File: config.mk
export PLATFORM = sky130hd
export DESIGN_NAME = dynamic_priority_scheduler
export DESIGN_NICKNAME = d
export VERILOG_FILES = /design/src/hw/rtl/dps_pkg.sv /design/src/hw/rtl/dps_cell.sv /design/src/hw/rtl/dynamic_priority_scheduler.sv
export SDC_FILE = /design/constraint.sdc
export NUM_CORES = 1
export LEC_CHECK = 0
export BUFFER_PORTS_ARGS = -buffer_cell sky130_fd_sc_hd__buf_2
export CORE_MARGIN = 4
export CORE_UTILIZATION = 50
export CTS_BUF_LIST = sky130_fd_sc_hd__clkbuf_4
export DETAILED_ROUTE_END_ITERATION = 7
export GPL_TIMING_DRIVEN = 0
export HOLD_SLACK_MARGIN = 0.06
export PLACE_DENSITY = 0.68
export SLEW_MARGIN = 20
export SYNTH_ARGS = -nofsm -noshare
export SYNTH_HDL_FRONTEND = slang
export SYNTH_SLANG_ARGS = --single-unit
File: constraint.sdc
create_clock -name clk -period 4.3 [get_ports clk]
set_clock_uncertainty 0.1 [all_clocks]
set_input_delay 0.215 -clock clk [delete_from_list [all_inputs] [get_ports clk]]
set_output_delay 0.215 -clock clk [all_outputs]
set_load 0.005 [all_outputs]
File: src/hw/rtl/dps_pkg.sv
`timescale 1ns / 1ps
// Shared types and helpers for the dynamic priority scheduler.
package dps_pkg;

    localparam logic OP_LOAD = 1'b0;
    localparam logic OP_TICK = 1'b1;

    localparam logic signed [7:0] PRI_MIN = -8'sd128;

    typedef struct packed {
        logic              op;
        logic [2:0]        slot;
        logic [7:0]        proc_id;
        logic signed [7:0] start_priority;
        logic [7:0]        start_runtime;
    } in_t;

    typedef struct packed {
        logic              idle;
        logic [2:0]        chosen_slot;
        logic [7:0]        chosen_id;
        logic signed [7:0] priority_after;
        logic [7:0]        runtime_left;
        logic              finished;
    } out_t;

    // best entry seen so far as it travels down the row of cells
    typedef struct packed {
        logic              found;
        logic signed [7:0] pri;
        logic [7:0]        id;
        logic [7:0]        rt;
    } cand_t;

    function automatic logic signed [7:0] pri_dec(input logic signed [7:0] p);
        pri_dec = (p == PRI_MIN) ? PRI_MIN : p - 8'sd1;
    endfunction

endpackage

File: src/hw/rtl/dps_cell.sv
`timescale 1ns / 1ps
// One table entry of the scheduler plus its stage of the max-priority scan.
module dps_cell
    import dps_pkg::*;
#(
    parameter int IDX_W = 3,
    parameter int INDEX = 0
)
(
    input  logic             clk,
    input  logic             rst_n,
    input  logic             wr,
    input  in_t              item,
    input  logic             upd,
    input  cand_t            cand_in,
    input  logic [IDX_W-1:0] slot_in,
    input  logic             tok_in,
    output cand_t            cand_out,
    output logic [IDX_W-1:0] slot_out,
    output logic             tok_out
);

    logic [7:0]        id_reg;
    logic signed [7:0] pri_reg;
    logic [7:0]        rt_reg;
    logic              ready_reg;

    cand_t             cand_reg, cand_next;
    logic [IDX_W-1:0]  slot_reg, slot_next;
    logic              tok_reg;
    logic              take;
    logic [7:0]        rt_dec;

    // strict greater-than keeps the lower slot on a tie
    assign take = ready_reg && (!cand_in.found || (pri_reg > cand_in.pri));
    assign rt_dec = rt_reg - 8'd1;

    always_comb
    begin
        cand_next = cand_in;
        slot_next = slot_in;
        if (take)
        begin
            cand_next.found = 1'b1;
            cand_next.pri   = pri_reg;
            cand_next.id    = id_reg;
            cand_next.rt    = rt_reg;
            slot_next       = IDX_W'(INDEX);
        end
    end

    always_ff @(posedge clk or negedge rst_n)
    begin
        if (!rst_n)
        begin
            ready_reg <= 1'b0;
            tok_reg   <= 1'b0;
        end
        else
        begin
            tok_reg <= tok_in;
            if (wr)
                ready_reg <= (item.start_runtime != 8'd0);
            else if (upd)
                ready_reg <= (rt_dec != 8'd0);
        end
    end

    always_ff @(posedge clk)
    begin
        cand_reg <= cand_next;
        slot_reg <= slot_next;
        if (wr)
        begin
            id_reg  <= item.proc_id;
            pri_reg <= item.start_priority;
            rt_reg  <= item.start_runtime;
        end
        else if (upd)
        begin
            pri_reg <= pri_dec(pri_reg);
            rt_reg  <= rt_dec;
        end
    end

    assign cand_out = cand_reg;
    assign slot_out = slot_reg;
    assign tok_out  = tok_reg;

endmodule

File: src/hw/rtl/dynamic_priority_scheduler.sv
`timescale 1ns / 1ps
// Top level: process table as a row of cells with a rippling max-priority scan.
//
//  channel | ports                | handshake
//  --------+----------------------+-----------------------------------
//  item in | start, busy, item    | taken at edge with start && !busy
//  result  | strobe, result       | single-cycle strobe per result, no backpressure
//
// A load is written into its cell at the accept edge; busy stays low.
// A tick sends a token down the row, one cell per cycle. When the token
// leaves the last cell, the winner's cell (if any) is updated, busy drops
// and the result is strobed at that same edge. Busy stays high until then,
// and the next item can be taken once busy is low.
// Reset clears all ready bits and the control flops.
module dynamic_priority_scheduler
    import dps_pkg::*;
#(
    parameter int NUM_ENTRIES = 8
)
(
    input  logic clk,
    input  logic rst_n,
    input  logic start,
    output logic busy,
    input  in_t  item,
    output logic strobe,
    output out_t result
);

    localparam int IDX_W = $clog2(NUM_ENTRIES);

    cand_t            chain      [0:NUM_ENTRIES];
    logic [IDX_W-1:0] chain_slot [0:NUM_ENTRIES];
    logic             tok        [0:NUM_ENTRIES];

    logic busy_reg, busy_next;
    logic strobe_reg;
    out_t result_reg, result_next;
    logic load_acc, tick_acc, upd_en;
    cand_t last;
    logic [7:0] rt_new;

    assign load_acc = start && !busy_reg && (item.op == OP_LOAD);
    assign tick_acc = start && !busy_reg && (item.op == OP_TICK);

    assign chain[0]      = '0;
    assign chain_slot[0] = '0;
    assign tok[0]        = tick_acc;

    assign last   = chain[NUM_ENTRIES];
    assign upd_en = tok[NUM_ENTRIES] && last.found;

    genvar gi;
    generate
        for (gi = 0; gi < NUM_ENTRIES; gi++)
        begin : g_cell
            dps_cell #(
                .IDX_W (IDX_W),
                .INDEX (gi)
            ) u_cell (
                .clk      (clk),
                .rst_n    (rst_n),
                .wr       (load_acc && (int'(item.slot) == gi)),
                .item     (item),
                .upd      (upd_en && (chain_slot[NUM_ENTRIES] == IDX_W'(gi))),
                .cand_in  (chain[gi]),
                .slot_in  (chain_slot[gi]),
                .tok_in   (tok[gi]),
                .cand_out (chain[gi+1]),
                .slot_out (chain_slot[gi+1]),
                .tok_out  (tok[gi+1])
            );
        end
    endgenerate

    assign rt_new = last.rt - 8'd1;

    always_comb
    begin
        result_next = '0;
        if (!last.found)
            result_next.idle = 1'b1;
        else
        begin
            result_next.chosen_slot    = 3'(chain_slot[NUM_ENTRIES]);
            result_next.chosen_id      = last.id;
            result_next.priority_after = pri_dec(last.pri);
            result_next.runtime_left   = rt_new;
            result_next.finished       = (rt_new == 8'd0);
        end
    end

    always_comb
    begin
        busy_next = busy_reg;
        if (tick_acc)
            busy_next = 1'b1;
        else if (tok[NUM_ENTRIES])
            busy_next = 1'b0;
    end

    always_ff @(posedge clk or negedge rst_n)
    begin
        if (!rst_n)
        begin
            busy_reg   <= 1'b0;
            strobe_reg <= 1'b0;
            result_reg <= '0;
        end
        else
        begin
            busy_reg   <= busy_next;
            strobe_reg <= tok[NUM_ENTRIES];
            if (tok[NUM_ENTRIES])
                result_reg <= result_next;
        end
    end

    assign busy   = busy_reg;
    assign strobe = strobe_reg;
    assign result = result_reg;

endmodule

**Word level (Yosys, flattened, before mapping)**

Cells that the tools add are included.

- Register bits: 456
- Input port bits: 31
- Word-level logic and storage cells: 269

- Add/sub/neg operators: 18
- Order comparisons: 7
- Eq/ne operators: 23
- Muxes and demuxes: 70
- Bitwise gates (word level): 1
- Reductions and logical operators: 63

Operators by type and width:

| cell | number |
|---|---|
| 8-bit two-way mux | 41 |
| 24-bit two-way mux | 7 |
| 8-bit equality test (second input constant) | 9 |
| 8-bit nonzero test | 9 |
| 8-bit by 1-bit subtractor with 8-bit output (second input constant) | 9 |
| 8-bit by 2-bit subtractor with 8-bit output (second input constant) | 9 |
| 8-bit greater-than comparator | 7 |
| 28-bit two-way mux | 1 |
| 1-bit logical AND | 27 |
| 25-bit two-way mux | 1 |
| 3-bit equality test (second input constant) | 8 |
| 1-bit two-way mux | 20 |
| 2-bit nonzero test | 9 |
| 3-bit by 2-bit equality test with 1-bit output (second input constant) | 4 |
| 1-bit logical NOT | 8 |
| 8-bit logical NOT | 1 |
| 1-bit logical OR | 7 |
| 3-bit by 1-bit equality test with 1-bit output (second input constant) | 2 |
| 3-bit logical NOT | 2 |
| 1-bit NOT | 1 |

**Depth between registers and ports, before layout**

Gate-level depths: netlist of the first run.

- Word-level depth: 5
- Mapped depth: 9
- Gate-level depth less buffers: 7

**By module**

From an unflattened synthesis of the first run, not the netlist that was laid out.

- Cell total of the unflattened synthesis: 1,828
- Area total of the unflattened synthesis: 21,555.7 um2

Modules (own cells, without submodules):

| module | instances | cells each | area each (um2) |
|---|---|---|---|
| dps_cell (g_cell[0].u_cell ...) | 6 | 209 | 2,494.9 |
| dps_cell (g_cell[7].u_cell) | 1 | 206 | 2,522.4 |
| dps_cell (g_cell[6].u_cell) | 1 | 206 | 2,506.2 |
| dynamic_priority_scheduler | 1 | 162 | 1,557.7 |

**Worst setup path after synthesis of the first run**

Ideal clock, no wire load.

- Kind: reg2reg
- From: register g_cell[7].u_cell.tok_reg
- To: register g_cell[1].u_cell.ready_reg
- Library setup time: 103 ps
- Arrival time: 2,419 ps
- Required time: 4,097 ps
- Setup slack: 1,678 ps
- Cell stages (with the launch flop): 6
- Clock period less this slack: 2,622 ps
- Cells stage by stage: dfrtp_1 -> clkbuf_1 -> nand2_1 -> o21ai_0 -> o21ai_0 -> o22ai_1

- Longest elaborated chain between the ends: 3

RTL lines:

| element | RTL line | text |
|---|---|---|
| from (decl) | dps_cell.sv:30 | `logic tok_reg;` |
| from (signal assigned) | dps_cell.sv:61 | `tok_reg <= tok_in;` |
| 1-bit logical AND | dynamic_priority_scheduler.sv:51 | `assign upd_en = tok[NUM_ENTRIES] && last.found;` |
| 1-bit logical AND | dynamic_priority_scheduler.sv:65 | `.upd (upd_en && (chain_slot[NUM_ENTRIES] == IDX_W'(gi))),` |
| 2-bit nonzero test (no source line) | n/a |  |
| to (signal assigned) | dps_cell.sv:63 | `ready_reg <= (item.start_runtime != 8'd0);` |
| to (signal assigned) | dps_cell.sv:65 | `ready_reg <= (rt_dec != 8'd0);` |
| to (decl) | dps_cell.sv:26 | `logic ready_reg;` |

Every way passes these cells.
A chain may end at the register's enable or synchronous reset.

==> results.txt, run 1 <==
Of the total synthesized cell area, the portion taken by full adders, half adders and majority gates is 0.05688. The normalized max-slew margin is 0.3488. The max-slew violation total from the final report came out at 0. The first global-routing pass estimated between 70000 and 80000 um of wire. The dominant synthesized flop cell is sky130_fd_sc_hd__dfxtp_1. After clock tree synthesis, the clock-pin slew on the worst setup and hold paths is roughly 0.06 ns. The number of remaining DRC errors is 0. The overall track demand over capacity in global routing came out at 0.1965. The number of top-level pins came out at slightly above 60. The flip-flop count of the largest register after layout came out at 200. The H-tree generated during clock tree synthesis spans 3 levels.

The number of instances in the synthesized netlist is between 1500 and 2000. Detailed routing inserted a total of 13596 vias. From left edge to right edge, the die measures about 210 um.

Of all nets on the critical path, the largest fanout is 10. The complex-gate fraction of the synthesized area is 0.08335. The number of clock buffers inserted by TritonCTS came out at roughly 110. The met1 usage is 0.2355. CTS saw between 400 and 500 sinks. The multiplexer fraction of the synthesized cell area came out at 0.1042. The transition time of the tightest slew-check pin came out at around 0.98 ns. By area, the combinational part of the netlist is dominated by simple AND/OR/NAND/NOR gates.

Walking the worst path, the cells encountered are ha_1, a21oi_1, o21ai_0, a311oi_1, mux2i_2, buf_6, mux2_2. The maximum buffer depth of the clock tree came out at 3. The routing usage on met2 came out at 0.3454. The detail route stage leaves a number of antenna-violating nets equal to 0. The first TritonRoute pass finished after 5 iterations.

The total power came out at 14.42 mW. Summed over all nets, the half-perimeter wirelength after detailed placement is 31520 um. Timing would allow up to about 320 MHz.

The type of the worst min-delay path is input pin to flip-flop. The highest ir drop seen on vdd is 0.2624 mV. The count of cell types in the netlist is 66. Setup repair after global routing left no endpoint under its margin. The standard cell core area is approximately 40000 um^2. Of all flip-flops after synthesis, the portion carrying an async set or reset was 0.1031. Across the run, the number of max-cap violations was 0.

The setup path with the least slack is of type flip-flop to flip-flop. The insertion delay of the later-clocked pin in the worst-skew pair is between 0.8 and 0.9 ns. In the final routed layout, each cell accounts on average for roughly 17 um. The capturing element type of the critical path is a flip-flop. The total of buffers placed on input and output ports came out at between 40 and 50. The starting density of the core is 0.5070.

The worst hold path terminates at g_cell[2].u_cell.id_reg[1]. The run finished with clean final reports. In the finished design, the share of the clock period the worst path needs comes to 0.7307. The worst hold path begins at item[17]. The largest stage delay on the critical path came out at 0.66 ns. The net count of the mapped netlist came out at 1900. The number of endpoints with negative hold slack in the final report is 0. The power per cell area is 623.4 nW/um^2. The leakage power summed over all cells came out at around 9 nW. The placer's final routability congestion estimate is around 0.92. For this run, the number of Yosys warnings is 0.

The setup total negative slack came out at 0 ns. The total congestion overflow came out at 0. Data on the critical path is required at its endpoint by between 4 and 5 ns. The share of the synthesized netlist area taken by xor and xnor gates came out at 0.04198. The minimum clock period came out at about 3.1 ns. The count of flip-flops with a built-in enable after synthesis came out at around 190. The post-route worst hold slack is about 0.18 ns. The met3 usage came out at 0.04068.

The vertical die dimension is approximately 210 um. The origin of the critical flop-to-flop path is g_cell[6].u_cell.pri_reg[5]. The number of cell instances on the worst register-to-register path is 7.

The data arrival time of the critical path came out at roughly 3.7 ns. The endpoint identified for the worst register-to-register timing path is g_cell[6].u_cell.cand_out[20]. The number of global-route vias before repair is about 14000. The worst setup slack for register-to-register paths came out at roughly 1.2 ns. The layout-stage area growth over the synthesis result is 14.34%. The pin count of the biggest net entering global routing is 48. The initial antenna violation count was 2. TritonCTS built the clock tree. The final setup violation count is 0. The root buffer cell chosen for the clock tree is sky130_fd_sc_hd__clkbuf_4.

The number of buffers inserted to repair setup after CTS came out at 0. The routed via count divided by cell count came out at ~5.2. The share of synthesized cell area in and, or, nand and nor gates came out at 0.1142. The total wirelength of the detailed-routed design is about 43000 um. The proportion of synthesized chip area in sequential cells is 0.5577. The share of cells above drive strength 1 came out at 0.2248.

The slowest stage of the critical path is the sky130_fd_sc_hd__mux2i_2 cell. The cell depth of the worst hold path is 2. met2 is the most crowded layer.

In this run, post-CTS repair resized a total of 0 instances. After synthesis the cells add up to roughly 20000 um^2. The floorplan has 73 rows.

The layout net count is 2101. The average size of a mapped cell came out at around 11 um^2. The worst setup path is launched from a flip-flop. The post-synthesis sequential element count came out at ~460.

The area of the die came out at ~44000 um^2. The number of DRC markers in iteration 0 came out at between 600 and 700.
## worst max-delay path, delay by kind of cell (launching register included)
family	cells	cell delay [ns]
adders and majority gates	1	0.35
DFF	1	0.48
buffers and inverters	1	0.26
muxes	2	1.01
AOI/OAI and AO/OA	3	0.80
## logic make-up (layout without fill, tap and decap cells)
logic type	after synthesis	after routing
AOI/OAI and AO/OA	283	283
and+or+nand+nor	472	472
xor gates and xnor gates	97	97
buffers and inverters	197	497
other	0	5
adders and majority gates	92	92
DFF	456	456
muxes	180	180
## layer usage
layer / share of wire / wire [um] / up-vias
li1: - / - / 6768
met1: 0.43 / 18310 / 6453
met2: 0.51 / 21770 / 282
met3: 0.040 / 1711 / 93
met4: 0.029 / 1232 / 0
met5: 0 / 0 / -
## cell usage after synthesis, drive strengths merged, types with 8 or more instances
cell     number  area, um^2
ha           92        1151
mux2        166        1933
a21boi       10       75.07
and2         26       163.9
clkbuf       40       157.7
mux2i        14       176.4
dfrtp        47        1176
nand3        24       120.1
o21ai       128       640.6
buf          27       196.4
inv         129       484.2
nor3         26       130.1
nand2       173       649.4
o31ai        14       105.1
xnor2        67       586.8
or2          15       93.84
o22ai        15       93.84
nand4        14       93.84
xor2         30       262.8
o2bb2ai      15       131.4
nor4         18       112.6
nand3b        8       60.06
edfxtp      192        5766
nor2        104       390.4
or4           8       63.81
a31oi        12       75.07
a21oi        56       280.3
nor3b        12       90.09
nand2b       19       126.4
dfxtp       217        4344
## placed cells by master, fill, tap and decap left out, types with 12 or more instances in the layout
cell type	count
sky130_fd_sc_hd__xor2_1	30
sky130_fd_sc_hd__o31ai_1	14
sky130_fd_sc_hd__nor4_1	18
sky130_fd_sc_hd__o21ai_0	123
sky130_fd_sc_hd__o2bb2ai_1	15
sky130_fd_sc_hd__mux2_4	17
sky130_fd_sc_hd__dfrtp_1	47
sky130_fd_sc_hd__edfxtp_1	192
sky130_fd_sc_hd__nand2b_1	18
sky130_fd_sc_hd__xnor2_1	67
sky130_fd_sc_hd__a31oi_1	12
sky130_fd_sc_hd__o22ai_1	15
sky130_fd_sc_hd__nor2_1	104
sky130_fd_sc_hd__inv_1	129
sky130_fd_sc_hd__nor3_1	26
sky130_fd_sc_hd__clkinv_1	22
sky130_fd_sc_hd__and2_1	25
sky130_fd_sc_hd__nor3b_1	12
sky130_fd_sc_hd__mux2_2	149
sky130_fd_sc_hd__nand3_1	24
sky130_fd_sc_hd__a21oi_1	56
sky130_fd_sc_hd__nand2_1	173
sky130_fd_sc_hd__ha_1	92
sky130_fd_sc_hd__buf_2	50
sky130_fd_sc_hd__dfxtp_1	217
sky130_fd_sc_hd__clkbuf_4	187
sky130_fd_sc_hd__clkbuf_1	34
sky130_fd_sc_hd__or2_2	15
sky130_fd_sc_hd__dlygate4sd3_1	34
sky130_fd_sc_hd__nand4_1	13
## final cells by class
cell class / instances / area (um^2)
fill: 3328 / 16780
sequential: 456 / 11290
multi-input combinational: 1124 / 8127
clock buffer: 187 / 1404
timing repair buffer: 85 / 666.9
tap: 525 / 656.9
inverter: 130 / 488.0
buffer: 67 / 354.1
clock inverter: 28 / 143.9
antenna: 5 / 12.51
## power by group
part	switching (mW)	leakage, nW	internal (mW)	total (mW)
Sequential	0.581	4.14	5.79	6.37
Combinational	2.03	4.14	2.34	4.37
Clock	1.67	0.928	2.02	3.69
## stage by stage
stage,instances,instance area (um^2),setup WS (ns),utilization
6_report,2607,23140,1.158,0.5797
5_1_grt,2607,23140,1.103,0.5797
4_1_cts,2602,23130,1.210,0.5794
3_5_place_dp,2352,21210,1.233,0.5314
3_3_place_gp,2347,21120,0.1556,0.5291
2_1_floorplan,1777,20240,1.678,-
## how the worst max path moves through the flow
stage | from | end | slack, ns
final | g_cell[6].u_cell.pri_reg[5] | g_cell[6].u_cell.cand_out[20] | 1.16
after global routing | g_cell[6].u_cell.pri_reg[5] | g_cell[6].u_cell.cand_out[6] | 1.10
after CTS | g_cell[6].u_cell.pri_reg[5] | g_cell[6].u_cell.cand_out[20] | 1.21
after detailed placement | g_cell[6].u_cell.pri_reg[5] | g_cell[6].u_cell.cand_out[12] | 1.23
after global placement | g_cell[7].u_cell.tok_out | g_cell[1].u_cell.ready_reg | 0.16
after floorplan | g_cell[7].u_cell.tok_out | g_cell[1].u_cell.ready_reg | 1.68
## repair_timing
action                                  in CTS  in global routing
endpoints found under the setup margin       0                  0
endpoints found under the hold margin      245                  0
hold buffers                                35                  0
(Power assumes the default switching activity.)
==> run 2: changes to the inputs <==
--- a/config.mk
+++ b/config.mk
@@ -12,7 +12,7 @@
 export DETAILED_ROUTE_END_ITERATION = 7
 export GPL_TIMING_DRIVEN = 0
 export HOLD_SLACK_MARGIN = 0.06
-export PLACE_DENSITY = 0.68
+export PLACE_DENSITY = 0.71
 export SLEW_MARGIN = 20
 export SYNTH_ARGS = -nofsm -noshare
 export SYNTH_HDL_FRONTEND = slang
==> constraint.sdc (replaced) <==
create_clock -name clk -period 2.7 [get_ports clk]
set_clock_uncertainty 0.1 [all_clocks]
set_input_delay 0.135 -clock clk [delete_from_list [all_inputs] [get_ports clk]]
set_output_delay 0.135 -clock clk [all_outputs]
set_load 0.005 [all_outputs]
==> results.txt, run 2 (synthesis results as in run 1) <==
The flow ran to the end, and the final reports show no timing, DRC or antenna violations. The category of the critical setup timing path is flip-flop to flip-flop. The data arrival time of the critical path is 3.16 ns (-0.53 ns). The number of maximum-capacitance constraint violations is 0 (unchanged). The number of endpoints with negative hold slack in the final report came out at 0 (unchanged).

The standard-cell row count is 73 (unchanged). The highest achievable clock rate came to 382.2 MHz (+20%). Relative to the synthesized area, the layout overhead comes to 16.55%.

The final critical-path share of the clock period was 0.9690 (+0.2383). The vertical die dimension came out at 209.2 um (unchanged). The minimum clock period is 2.616 ns (-0.5257 ns). The die width came out at 209.2 um (unchanged).

The total wirelength of the detailed-routed design came out at 44010 um (+2.3%). The clock sink count came out at 456 (unchanged). The least setup slack across all paths after layout is 0.08378 ns (-1.074 ns). The number of levels in the clock H-tree was 3 (unchanged).

The total of buffers placed on input and output ports came out at 45 (unchanged). The required time reported for the critical path endpoint is 3.25 ns (-1.60 ns). The worst setup slack for register-to-register paths is 0.08 ns (-1.07 ns). The normalized max-slew margin came out at 0.4186 (+0.06982).

The flip-flop count of the largest register after layout came to 200 (unchanged). The largest fanout on the critical path came out at 6 (-4). In this run the critical register-to-register path is launched from g_cell[6].u_cell.pri_reg[4]. The worst slack after detailed placement came out at -0.3538 ns (-1.587 ns). The transition time of the tightest slew-check pin came out at 0.8721 ns (-0.1047 ns). The share of cells above drive strength 1 is 0.2452 (+0.02031). The TritonCTS clock tree is done. The max-slew violation total from the final report came out at 0 (unchanged). The path with the worst hold slack has its endpoint at g_cell[0].u_cell.id_reg[1]. STA classifies the critical path startpoint as a flip-flop. The root buffer cell chosen for the clock tree is sky130_fd_sc_hd__clkbuf_4. The routed via count divided by cell count was 5.267 (+0.99%).

The post-DP HPWL is 31740 um (+0.71%). The starting density of the core came out at 0.5070 (unchanged). The standard cell core area is 39910 um^2 (unchanged). The number of search-and-repair iterations in the first detailed-routing pass came out at 5 (unchanged).

The non-filler instance count after layout came to 2643 (+1.4%). The final setup violation count is 0 (unchanged). The endpoint identified for the worst register-to-register timing path is g_cell[6].u_cell.cand_out[4]. The first-pass GRT wire length came out at 71610 um (+2.0%). The count of fill cells added during filler insertion is 3296 (-0.96%). The count of antenna-violating nets left after detailed routing came out at 0 (unchanged). The number of DRC markers in iteration 0 is 783 (+14%).

The share of the core filled with cells was 0.5909 (+0.01116). The area taken by flip-flops and latches came to 11290 um^2 (unchanged). The via count is 13920 (+2.4%). The total congestion overflow is 0 (unchanged). The leakage power summed over all cells came out at 9.436 nW (+2.5%). The min-delay analysis places its worst path in the category input pin to flip-flop. The post-route worst hold slack is 0.1209 ns (-0.05665 ns).

The insertion delay of the later-clocked pin in the worst-skew pair came out at 0.80 ns (-0.02 ns). The total power is 23.67 mW (+64%). In the layout the commonest cells are sky130_fd_sc_hd__dfxtp_1, sky130_fd_sc_hd__edfxtp_1, sky130_fd_sc_hd__clkbuf_4. The number of clock buffers inserted by TritonCTS is 117 (+2.6%). STA classifies the critical path endpoint as a flip-flop. The cell depth of the worst hold path is 2 (unchanged).

The area of the die is 43750 um^2 (unchanged). The routed wire length per instance came out at 16.65 um (+0.89%). The multi-input logic area came out at 8249 um^2 (+1.5%).

The number of global-route vias before repair came out at 14305 (+1.8%). The placer's final routability congestion estimate came out at 0.9216 (+0.21%). The placed instance count is 2352 (unchanged). The pin count of the biggest net entering global routing is 48 (unchanged).

The initial antenna violation count came out at 1 (-1). The overall track demand over capacity in global routing came out at 0.1992 (+0.002686). The maximum buffer depth of the clock tree was 3 (unchanged).

The power per cell area is 1004 nW/um^2 (+61%). Tracing the worst setup path back leads to its startpoint at g_cell[6].u_cell.pri_reg[4]. The highest ir drop seen on vdd is 0.4546 mV (+73%). The leading cell type in the layout, fill and taps excluded is sky130_fd_sc_hd__dfxtp_1. In this run the most critical hold path is launched from item[17]. The layout net count came out at 2139 (+1.8%).

The number of top-level pins was 62 (unchanged). The number of cell instances on the worst register-to-register path was 7 (unchanged). The number of remaining DRC errors came out at 0 (unchanged). The clock-pin slew reported for the worst setup and hold paths after clock tree synthesis came out at 0.08 ns (+0.02 ns). Setup repair after global routing left no endpoint under its margin.
[run 2: changes by cell type in the layout (fill, tap and decap cells not counted), sizes merged]
cell         before  now
buf              78  105
bufinv            1    2
clkbuf          227  226
clkinv           26   34
diode             5    1
dlygate4sd3      34   38
inv             130  131
[run 2: how the worst max path moves through the flow]
stage	end	depth (start not counted)
finish	g_cell[6].u_cell.cand_out[4]	7
global route	g_cell[3].u_cell.cand_out[18]	7
CTS	g_cell[6].u_cell.pri_reg[3]	6
detailed placement	g_cell[5].u_cell.cand_out[13]	7
global placement	g_cell[1].u_cell.ready_reg	5
floorplan	g_cell[1].u_cell.ready_reg	5
[run 2: worst max-delay path, stage by stage, from the launching register on]
cell and delay (ns):
sky130_fd_sc_hd__edfxtp_1 0.48, sky130_fd_sc_hd__ha_1 0.35, sky130_fd_sc_hd__nand4_1 0.19, sky130_fd_sc_hd__a211oi_1 0.09, sky130_fd_sc_hd__a311oi_2 0.37, sky130_fd_sc_hd__mux2i_4 0.36, sky130_fd_sc_hd__buf_4 0.21, sky130_fd_sc_hd__mux2_2 0.35
[run 2: power by group]
group / internal, mW / total (mW) / switching (mW)
sequential: 9.22 / 10.2 / 0.948
combinational: 4.09 / 7.52 / 3.43
clock: 3.26 / 5.98 / 2.72
[run 2: per-stage QoR]
| step | cell area [um^2] | setup TNS, ns |
|---|---|---|
| after floorplan | 20240 | 0 |
| after global routing | 23580 | 0 |
| final | 23580 | 0 |
| after CTS | 23330 | -0.07569 |
| after detailed placement | 21210 | -22.47 |
| after global placement | 21120 | -96.23 |
[run 2: repair_timing]
| item | in CTS | in global routing |
|---|---|---|
| pin swaps | 3 | 7 |
| resized for setup | 10 | 34 |
| setup endpoints to repair | 186 | 199 |
| buffers inserted | 11 | 19 |
| hold buffers | 39 | 0 |
| endpoints found under the hold margin | 257 | 0 |
| gates cloned | 0 | 1 |
[run 2: final cells by class]
| type | count | share of cell area |
|---|---|---|
| Clock inverter | 38 | 0.008913 |
| Antenna cell | 1 | 0.0001061 |
| Multi-Input combinational cell | 1124 | 0.3498 |
| Inverter | 130 | 0.02069 |
| Clock buffer | 182 | 0.05793 |
| Tap cell | 525 | 0.02785 |
| Timing Repair Buffer | 120 | 0.04032 |
| Sequential cell | 456 | 0.4785 |
| Buffer | 67 | 0.01586 |
[run 2: per-layer routing]
metal	vias to the layer above	wire (um)	GRT usage
met5	-	0	0
met4	0	1073	0.06751
met3	73	2185	0.03978
met2	388	22350	0.3498
met1	6644	18400	0.2458
li1	6815	-	-
==> run 3: changes to the inputs <==
--- a/config.mk
+++ b/config.mk
@@ -13,6 +13,7 @@
 export GPL_TIMING_DRIVEN = 0
 export HOLD_SLACK_MARGIN = 0.06
 export PLACE_DENSITY = 0.71
+export SETUP_SLACK_MARGIN = 0.3
 export SLEW_MARGIN = 20
 export SYNTH_ARGS = -nofsm -noshare
 export SYNTH_HDL_FRONTEND = slang
==> results.txt, run 3 (synthesis results as in run 1) <==
The run finished with clean final reports. The number of DRC markers in iteration 0 came out at 811 (+3.6%). The number of cell instances on the worst register-to-register path is 8 (+1). The largest fanout on the critical path is 8 (+2).

The maximum buffer depth of the clock tree is 3 (unchanged). The number of endpoints with negative hold slack in the final report is 0 (unchanged). The power per cell area is 1065 nW/um^2 (+6.1%).

Setup repair after global routing could not meet its margin everywhere. The critical path goes through ha_1, nand4_1, a211oi_2, a311oi_2, mux2i_4, buf_6, buf_12, mux2_4. The number of levels in the clock H-tree came to 3 (unchanged). The final critical-path share of the clock period is 0.9701 (+0.001158). The pin count of the biggest net entering global routing came out at 48 (unchanged). The number of maximum-capacitance constraint violations was 0 (unchanged). The standard-cell row count is 73 (unchanged). The required time reported for the critical path endpoint came out at 3.32 ns (+0.07 ns). The leading cell type in the layout, fill and taps excluded is sky130_fd_sc_hd__dfxtp_1.

The routed wire length per instance came out at 17.75 um (+6.6%). The number of global-route vias before repair came out at 15019 (+5.0%). The flip-flop count of the largest register after layout came out at 200 (unchanged). STA classifies the critical path startpoint as a flip-flop. The layout-stage area growth over the synthesis result came out at 25.84%. The initial antenna violation count is 2 (+1).

The vertical die dimension came out at 209.2 um (unchanged). The layout net count came out at 2215 (+3.6%). The placer's final routability congestion estimate is 0.8974 (-2.6%). The clock-pin slew reported for the worst setup and hold paths after clock tree synthesis came to 0.07 ns (about the same). In this run the clock root is driven by a sky130_fd_sc_hd__clkbuf_4. In the layout the commonest cells are sky130_fd_sc_hd__dfxtp_1, sky130_fd_sc_hd__edfxtp_1, sky130_fd_sc_hd__clkbuf_4. The total wirelength of the detailed-routed design came to 48260 um (+9.7%). The max-slew violation total from the final report came out at 0 (unchanged). The number of clock buffers inserted by TritonCTS is 114 (-2.6%). The placed instance count came out at 2352 (unchanged). The area of the die is 43750 um^2 (unchanged). The total power was 27.13 mW (+15%).

The starting density of the core was 0.5070 (unchanged). The leakage power summed over all cells came to 10.38 nW (+10%). The clock sink count is 456 (unchanged).

The overall track demand over capacity in global routing came out at 0.2141 (+0.01489). The largest stage delay on the critical path is 0.44 ns (-0.04 ns). The highest ir drop seen on vdd is 0.4807 mV (+5.7%). The first-pass GRT wire length was 75900 um (+6.0%).

The critical path in this run is classified as flip-flop to flip-flop. The final setup violation count came out at 0 (unchanged). The worst hold path belongs to the class input pin to flip-flop. The normalized max-slew margin came to 0.4421 (+0.02346). The number of remaining DRC errors came out at 0 (unchanged). The post-route worst hold slack is 0.2261 ns (+0.1052 ns). The non-filler instance count after layout came out at 2719 (+2.9%).

The transition time of the tightest slew-check pin was 0.8369 ns (-0.03520 ns). The data arrival time of the critical path came out at 3.24 ns (+0.08 ns). The number of search-and-repair iterations in the first detailed-routing pass is 7 (+2).

The via count is 14372 (+3.2%). The highest achievable clock rate came out at 381.8 MHz (-0.12%). The die width came out at 209.2 um (unchanged). The number of top-level pins came out at 62 (unchanged).

The count of fill cells added during filler insertion was 3006 (-8.8%). The count of antenna-violating nets left after detailed routing is 0 (unchanged). The insertion delay of the later-clocked pin in the worst-skew pair came out at 0.83 ns (+0.03 ns).

The standard cell core area came out at 39910 um^2 (unchanged). The capturing element type of the critical path is a flip-flop. The total of buffers placed on input and output ports is 45 (unchanged). The share of cells above drive strength 1 is 0.2943 (+0.04909). The minimum clock period is 2.619 ns (+0.003125 ns).

The share of the core filled with cells is 0.6380 (+0.04712). The routed via count divided by cell count is 5.286 (+0.36%). The setup total negative slack is 0 ns (unchanged).

The post-DP HPWL came out at 31630 um (-0.35%). For this design, the slowest cell found on the critical path is sky130_fd_sc_hd__mux2i_4. TritonCTS built the clock tree. The total congestion overflow is 0 (unchanged).

The cell depth of the worst hold path came out at 4 (+2).
## run 3: power breakdown
group | internal, mW | leakage [nW] | switching (mW)
Clock | 3.22 | 0.933 | 2.77
Combinational | 6.54 | 5.31 | 4.39
Sequential | 9.23 | 4.14 | 0.983
## run 3: metal layers
metal / global-route usage / up-vias / part of all wire
li1: - / 6962 / -
met1: 0.2568 / 6910 / 0.41
met2: 0.3775 / 402 / 0.51
met3: 0.05209 / 98 / 0.053
met4: 0.07246 / 0 / 0.025
met5: 0 / - / 0
## run 3: final timing paths
| path | startpoint | to | slack (ns) |
|---|---|---|---|
| min in group asynchronous | rst_n | result[13] | 0.32 |
| max in group asynchronous | rst_n | g_cell[1].u_cell.ready_reg | 1.71 |
| min reg2reg | g_cell[4].u_cell.tok_out | g_cell[5].u_cell.tok_out | 0.25 |
| max | g_cell[5].u_cell.pri_reg[2] | g_cell[5].u_cell.cand_out[21] | 0.08 |
| min | item[8] | g_cell[6].u_cell.pri_reg[0] | 0.23 |
| max reg2reg | g_cell[5].u_cell.pri_reg[2] | g_cell[5].u_cell.cand_out[21] | 0.08 |
## run 3: repair_timing
| item | 4_1_cts | 5_1_grt |
|---|---|---|
| buffers inserted | 64 | 25 |
| setup endpoints to repair | 368 | 291 |
| hold endpoints to repair | 278 | 0 |
| hold buffers | 49 | 0 |
| resized for setup | 148 | 99 |
| cloned | 8 | 3 |
| pin swaps | 20 | 17 |
## run 3: critical path, delay by kind of cell, from the launching register on
kind	cells	cell delay [ns]
AOI/OAI and AO/OA	2	0.47
adders and majority gates	1	0.29
buffers and inverters	2	0.30
DFF	1	0.42
muxes	2	0.74
and+or+nand+nor	1	0.17
## run 3: cell type report
type / count / area [um^2] / area share
diodes: 2 / 5.005 / 0.0001965
inverters: 130 / 488.0 / 0.01916
well taps: 525 / 656.9 / 0.02580
plain buffers: 67 / 496.7 / 0.01951
multi-input cells: 1125 / 9114 / 0.3579
clock buffers: 186 / 1396 / 0.05483
clock inverters: 30 / 168.9 / 0.006633
flip-flops and latches: 456 / 11290 / 0.4433
repair buffers: 198 / 1852 / 0.07272
## run 3: stage by stage
step	worst slack [ns]	instance area (um^2)
final	0.08065	25460
after global routing	0.01266	25460
after CTS	0.1359	24810
after detailed placement	-0.4263	21390
after global placement	-1.315	21310
after floorplan	0.07798	20430
